--- src/sv/bfch_pkg.sv ---
// Package for the brute-force convex hull block.
// Holds sizes, the point type and the controller state enum; no dependencies.
`default_nettype none
package bfch_pkg;
  localparam int MaxPoints = 64;
  localparam int IdxW = 6;
  localparam int CntW = 7;

  typedef struct packed {
    logic signed [15:0] x;
    logic signed [15:0] y;
  } point_t;

  typedef enum logic [3:0] {
    StLoad,
    StClear,
    StTestI,
    StTestK,
    StTestWait,
    StTestEval,
    StSelScan,
    StSelWait,
    StSelEval,
    StEmit,
    StEmitNone
  } state_e;

  // Signed (x, y) ordering key; unsigned compare of keys equals lexicographic order.
  function automatic logic [31:0] order_key(input point_t p);
    order_key = {p.x, p.y} ^ 32'h8000_8000;
  endfunction
endpackage
`default_nettype wire

--- src/sv/bfch_cross.sv ---
// Registered cross product sign unit: a registered difference stage, a registered
// multiply stage and a combinational subtract. Depends on bfch_pkg.
`default_nettype none
module bfch_cross (
  input  wire logic             clk_i,
  input  wire bfch_pkg::point_t a_i,
  input  wire bfch_pkg::point_t b_i,
  input  wire bfch_pkg::point_t c_i,
  output logic                  neg_o
);
  logic signed [16:0] dxb_q, dyb_q, dxc_q, dyc_q;
  logic signed [33:0] p1_q, p2_q;

  // neg_o follows the operands through the difference and multiply registers.
  always_ff @(posedge clk_i) begin
    dxb_q <= 17'(b_i.x) - 17'(a_i.x);
    dyb_q <= 17'(b_i.y) - 17'(a_i.y);
    dxc_q <= 17'(c_i.x) - 17'(a_i.x);
    dyc_q <= 17'(c_i.y) - 17'(a_i.y);
    p1_q  <= dxb_q * dyc_q;
    p2_q  <= dyb_q * dxc_q;
  end

  logic signed [34:0] diff;
  assign diff  = 35'(p1_q) - 35'(p2_q);
  assign neg_o = diff[34];
endmodule
`default_nettype wire

--- config.mk ---
export PLATFORM = sky130hd
export DESIGN_NAME = bfch_cross
export DESIGN_NICKNAME = d
export VERILOG_FILES = /design/src/sv/bfch_pkg.sv /design/src/sv/bfch_cross.sv
export SDC_FILE = /design/constraint.sdc
export NUM_CORES = 2
export LEC_CHECK = 0
export BUFFER_PORTS_ARGS = -buffer_cell sky130_fd_sc_hd__buf_2
export CAP_MARGIN = 30
export CORE_MARGIN = 2
export CORE_UTILIZATION = 60
export CTS_CLUSTER_SIZE = 8
export DETAILED_ROUTE_END_ITERATION = 12
export PLACE_DENSITY = 0.82
export SYNTH_ARGS = -nofsm -noshare
export SYNTH_HDL_FRONTEND = slang
export SYNTH_SLANG_ARGS = --single-unit
--- constraint.sdc ---
create_clock -name clk_i -period 12.2 [get_ports clk_i]
set_input_delay 0.61 -clock clk_i [delete_from_list [all_inputs] [get_ports clk_i]]
set_output_delay 0.61 -clock clk_i [all_outputs]
set_load 0.02 [all_outputs]
; ---- Word-level counts from Yosys, hierarchy flattened
; Cells that the tools add are included.
[word_totals]
reg_bits = 136
in_bits = 97
elab_cells = 13
[op_classes]
n_addsub = 5
multipliers = 2
[ops]
columns = cell, n
row1 = $mul 17x17->34, 2
row2 = $sub 16x16->17, 4
row3 = $sub 34x34->35, 1

; ---- Depth between registers and ports, before layout
[depth]
depth_word = 1
depth_mapped = 25

; ---- Worst setup path after synthesis
; Ideal clock, no wire load.
[synth_timing]
path_kind = flip-flop to flip-flop
from = reg dxb_q[11]
to = reg p1_q[32]
setup_ns = 0.072
arrival_time_ns = 6.223
setup_slack_ns = 5.905
stages_incl_launch_ff = 24
synth_period_minus_slack_ns = 6.295
cell_sequence = dfxtp_1 > clkbuf_1 > clkbuf_1 > nand2_1 > fa_1 > fa_1 > fa_1 > inv_1 > fa_1 > fa_1 > inv_1 > fa_1 > inv_1 > ha_1 > a21o_1 > a21o_1 > a21oi_1 > a21oi_1 > o41ai_2 > a21boi_1 > or4_1 > a31o_1 > a31oi_1 > xnor2_1
[synth_via]
elab_chain_cells = 1
[synth_rtl]
columns = item, line_no
row1 = start: declaration, bfch_cross.sv:11  ; logic signed [16:0] dxb_q, dyb_q, dxc_q, dyc_q;
row2 = start signal: assignment, bfch_cross.sv:16  ; dxb_q <= 17'(b_i.x) - 17'(a_i.x);
row3 = $mul 17x17->34, bfch_cross.sv:20  ; p1_q <= dxb_q * dyc_q;
row4 = end signal: assignment, bfch_cross.sv:20
row5 = end: declaration, bfch_cross.sv:12  ; logic signed [33:0] p1_q, p2_q;
; Every way passes these cells.

; ---- Final worst setup path
[layout_timing]
from = reg dxb_q[9]
to = reg p1_q[33]
; The elaborated chain is that of the path after synthesis.

==> Implementation_results.wiki <==
{| class="wikitable"
! Metric !! Value
|-
| Effective utilization at floorplan || 60.9%
|-
| Number of vias in the routed layout || 20547
|-
| Global-route wire length before repair || 113000 um
|-
| Avg WL per Cell || 18.7 um
|-
| Die H || 219 um
|-
| Remaining antenna violation count || 0
|-
| Number of hold buffers added after CTS || 0
|-
| Max-capacitance violation count || 0
|-
| EDFF count, synth || 0
|-
| Remaining design rule violation count || 0
|-
| Total clock sinks || 136
|-
| Number of buffers on the longest clock path || 2
|-
| Dominant cell type by area after synthesis || fa_1
|-
| Largest net degree at the start of global routing || 18
|-
| Synth top area cells || fa_1 (43%), ha_1 (12%), dfxtp_1 (9.8%)
|-
| Data arrival time of the critical path || 7.29 ns
|-
| Number of violations reported at the end of detailed-routing iteration 0 || 1380
|-
| Reg-to-reg endpoint || p1_q[33]$_DFF_P_
|-
| Share of the core filled with cells in the final layout || 64.4%
|-
| Remaining max-slew budget at the tightest pin || 36.9%
|-
| Critical Path Sink Type || register
|-
| Number of cells on the worst reg-to-reg path || 19
|-
| Fraction of the cycle the final worst path needs || 57.3%
|-
| Worst Clk Skew || 0.0115 ns
|-
| CP required || 12.50 ns
|-
| Count of cell types in the netlist || 54
|-
| Cell type of the slowest stage on the worst timing path || dfxtp_1
|-
| 1st-pass router iterations || 6
|-
| Total count of max-transition violations in the final report || 0
|-
| Layout Area Growth over Synthesis || 5.66%
|-
| Async S/R FF share, synth || 0%
|-
| Remaining global-route overflow || 0
|-
| Worst-path clk slew || 0.06 ns
|-
| WHS Path Cells || 3
|-
| Top-level port count || 98
|-
| Post-DP HPWL || 56300 um
|-
| Chip Width || 219 um
|-
| Antenna Diode Count || 0
|-
| Die ar. || 48000 um2
|-
| Most instantiated cells after synthesis || inv_1 (696), fa_1 (596), nand2_1 (317), and2_1 (282), ha_1 (267)
|-
| Aggregate routed wire length || 68400 um
|-
| Proportion of synthesized chip area in sequential cells || 9.80%
|-
| Global-route usage over all layers || 30.4%
|-
| Startpoint of the lowest-slack register-to-register path || dxb_q[9]$_DFF_P_
|-
| Crit path kind || register to register
|-
| Worst-case register-to-register setup slack || 5.21 ns
|-
| Status || finished, final reports clean
|-
| Startpoint kind of the worst setup timing path || register
|-
| Setup repair after global routing missed its margin || false
|-
| Largest delay contributor family on the critical path || adder cells
|-
| Post-CTS setup repair buffer count || 0
|-
| Max Clk Rate || 0.143 GHz
|-
| Via count of the first global-routing pass || 23115
|-
| CTS tree || built
|-
| Clock latency of the later-clocked register in the worst-skew pair || 0.44 ns
|-
| Final-stage net count || 4004
|-
| Synth Net Count || 3962
|-
| Share of the synthesized area in the top cell type || 43.0%
|-
| Post_cts resized || 0
|-
| Routability congestion estimate || 0.952
|-
| Cell at the root of the clock tree || clkbuf_16
|-
| Startpoint of the lowest-slack hold path || a_i[0]
|-
| Most numerous cell in the Yosys netlist || inv_1
|-
| Synthesized area divided by synthesized cell count || 9.25 um2
|-
| Largest fanout on the critical path || 17
|-
| TNS Setup || 0 ns
|-
| Maximum cell stage delay along the critical path || 0.90 ns
|-
| Post-Syn Instances || 3002
|-
| Crit-path cells || nand2_1 -> fa_1 -> fa_1 -> fa_1 -> fa_1 -> inv_1 -> fa_1 -> fa_1 -> ha_1 -> a211oi_1 -> nand2_1 -> nor3_1 -> nor3_1 -> nor4_1 -> o31ai_1 -> a2111oi_2 -> o21bai_1 -> a21oi_1 -> xnor2_1
|-
| Worst hold-check path type || primary input to register
|-
| Number of warnings reported in the yosys synthesis log || 0
|-
| Std-Cell Core Area || 45600 um2
|-
| Summed instance area of the synthesized netlist || 27800 um2
|-
| CTS Buf Count || 17
|-
| Tightest Pin Transition || 0.946 ns
|-
| Final hold violation count || 0
|-
| Launch point of the critical path || dxb_q[9]$_DFF_P_
|-
| Vias/cell || 5.62
|-
| Final setup violation count || 0
|-
| Worst Hold Endpoint || dyc_q[0]$_DFF_P_
|-
| Initial antenna violation count || 2
|-
| Most used cell, CP || fa_1
|-
| Bufs and invs on worst path || 1
|-
| Minimum clock period after layout || 6.99 ns
|-
| Flip-flop cell with the highest count after synthesis || dfxtp_1
|-
| Number of flip-flops and latches in the synthesized netlist || 136
|-
| Total number of placement rows || 78
|-
| Count of port buffers added during placement || 97
|-
| Htree depth || 4
|-
| Share of layout cells above drive strength 1 || 4.48%
|}
[cell type report]
class	instances	area, um2
timing repair buffer	97	485
inverter	697	2620
clock inverter	14	184
tap	600	751
fill	3600	16200
multi-input combinational	2095	22200
sequential	136	2720
clock buffer	18	429
[logic make-up after synthesis]
group / count (synthesis) / synth area share, %
adder cells (fa/ha/maj): 863 / 55.0
flip-flops: 136 / 9.80
AND/OR/NAND/NOR: 868 / 15.4
buffers and inverters: 771 / 10.4
multiplexers: 1 / 0.0360
AO/OA/AOI/OAI: 251 / 5.85
XOR/XNOR: 112 / 3.53
[layer usage]
layer  vias up  track usage [%]  routed length, um
met1     10340             37.2              25500
li1       9073                -                  -
met2       884             53.0              34500
met3       248             4.23               4830
met4         2             15.1               3620
met5         -                0                 15
[sequential cells by signal (all words and copies together) (netlist names)]
name,count
dxc_q,17
dyc_q,17
dyb_q,17
p2_q,34
p1_q,34
dxb_q,17
[worst register-to-register path, delay by kind of cell, from the launching register on]
| family | cells | cell delay [ns] |
|---|---|---|
| adders and majority gates | 7 | 3.37 |
| AOI/OAI and AO/OA | 5 | 1.28 |
| and+or+nand+nor | 5 | 1.20 |
| DFF | 1 | 0.90 |
| xor gates and xnor gates | 1 | 0.08 |
| buffers and inverters | 1 | 0.05 |
[how the worst max path moves through the flow]
stage | endpoint | cells past startpoint
finish | p1_q[33]$_DFF_P_ | 19
global route | p1_q[33]$_DFF_P_ | 19
CTS | p1_q[33]$_DFF_P_ | 19
detailed placement | p2_q[33]$_DFF_P_ | 21
global placement | p2_q[33]$_DFF_P_ | 21
floorplan | p1_q[32]$_DFF_P_ | 23
[placed cells by master, fill, tap and decap left out, drive strengths merged, types with 5 or more instances in the layout]
cell type  count
xnor2         95
ha           267
clkbuf        18
nor2         126
nor3          32
nand2b        26
a21oi         74
nand3         26
nor2b         25
a21o          26
a21boi        14
a31oi          5
o21ai         56
a211oi        16
and2         282
fa           596
nand2        317
nand4          7
or3            5
dfxtp        136
o41ai          6
and3          10
xor2          17
buf           97
inv          704
o21a          12
o21bai        10
[metrics by stage]
step                hold WS [ns]  std cells  worst slack (ns)  cell area, um2
finish                     0.480       3657              5.21           29300
global route               0.506       3657              4.82           29300
CTS                        0.483       3657              5.29           29300
detailed placement         0.740       3625              5.34           28700
global placement           0.717       3625              5.43           28700
floorplan                  0.502       3002              5.90           27800
Power is left out: the tool's default activity adds up to more than one toggle a clock period on the data nets, which glitch-free logic cannot reach.
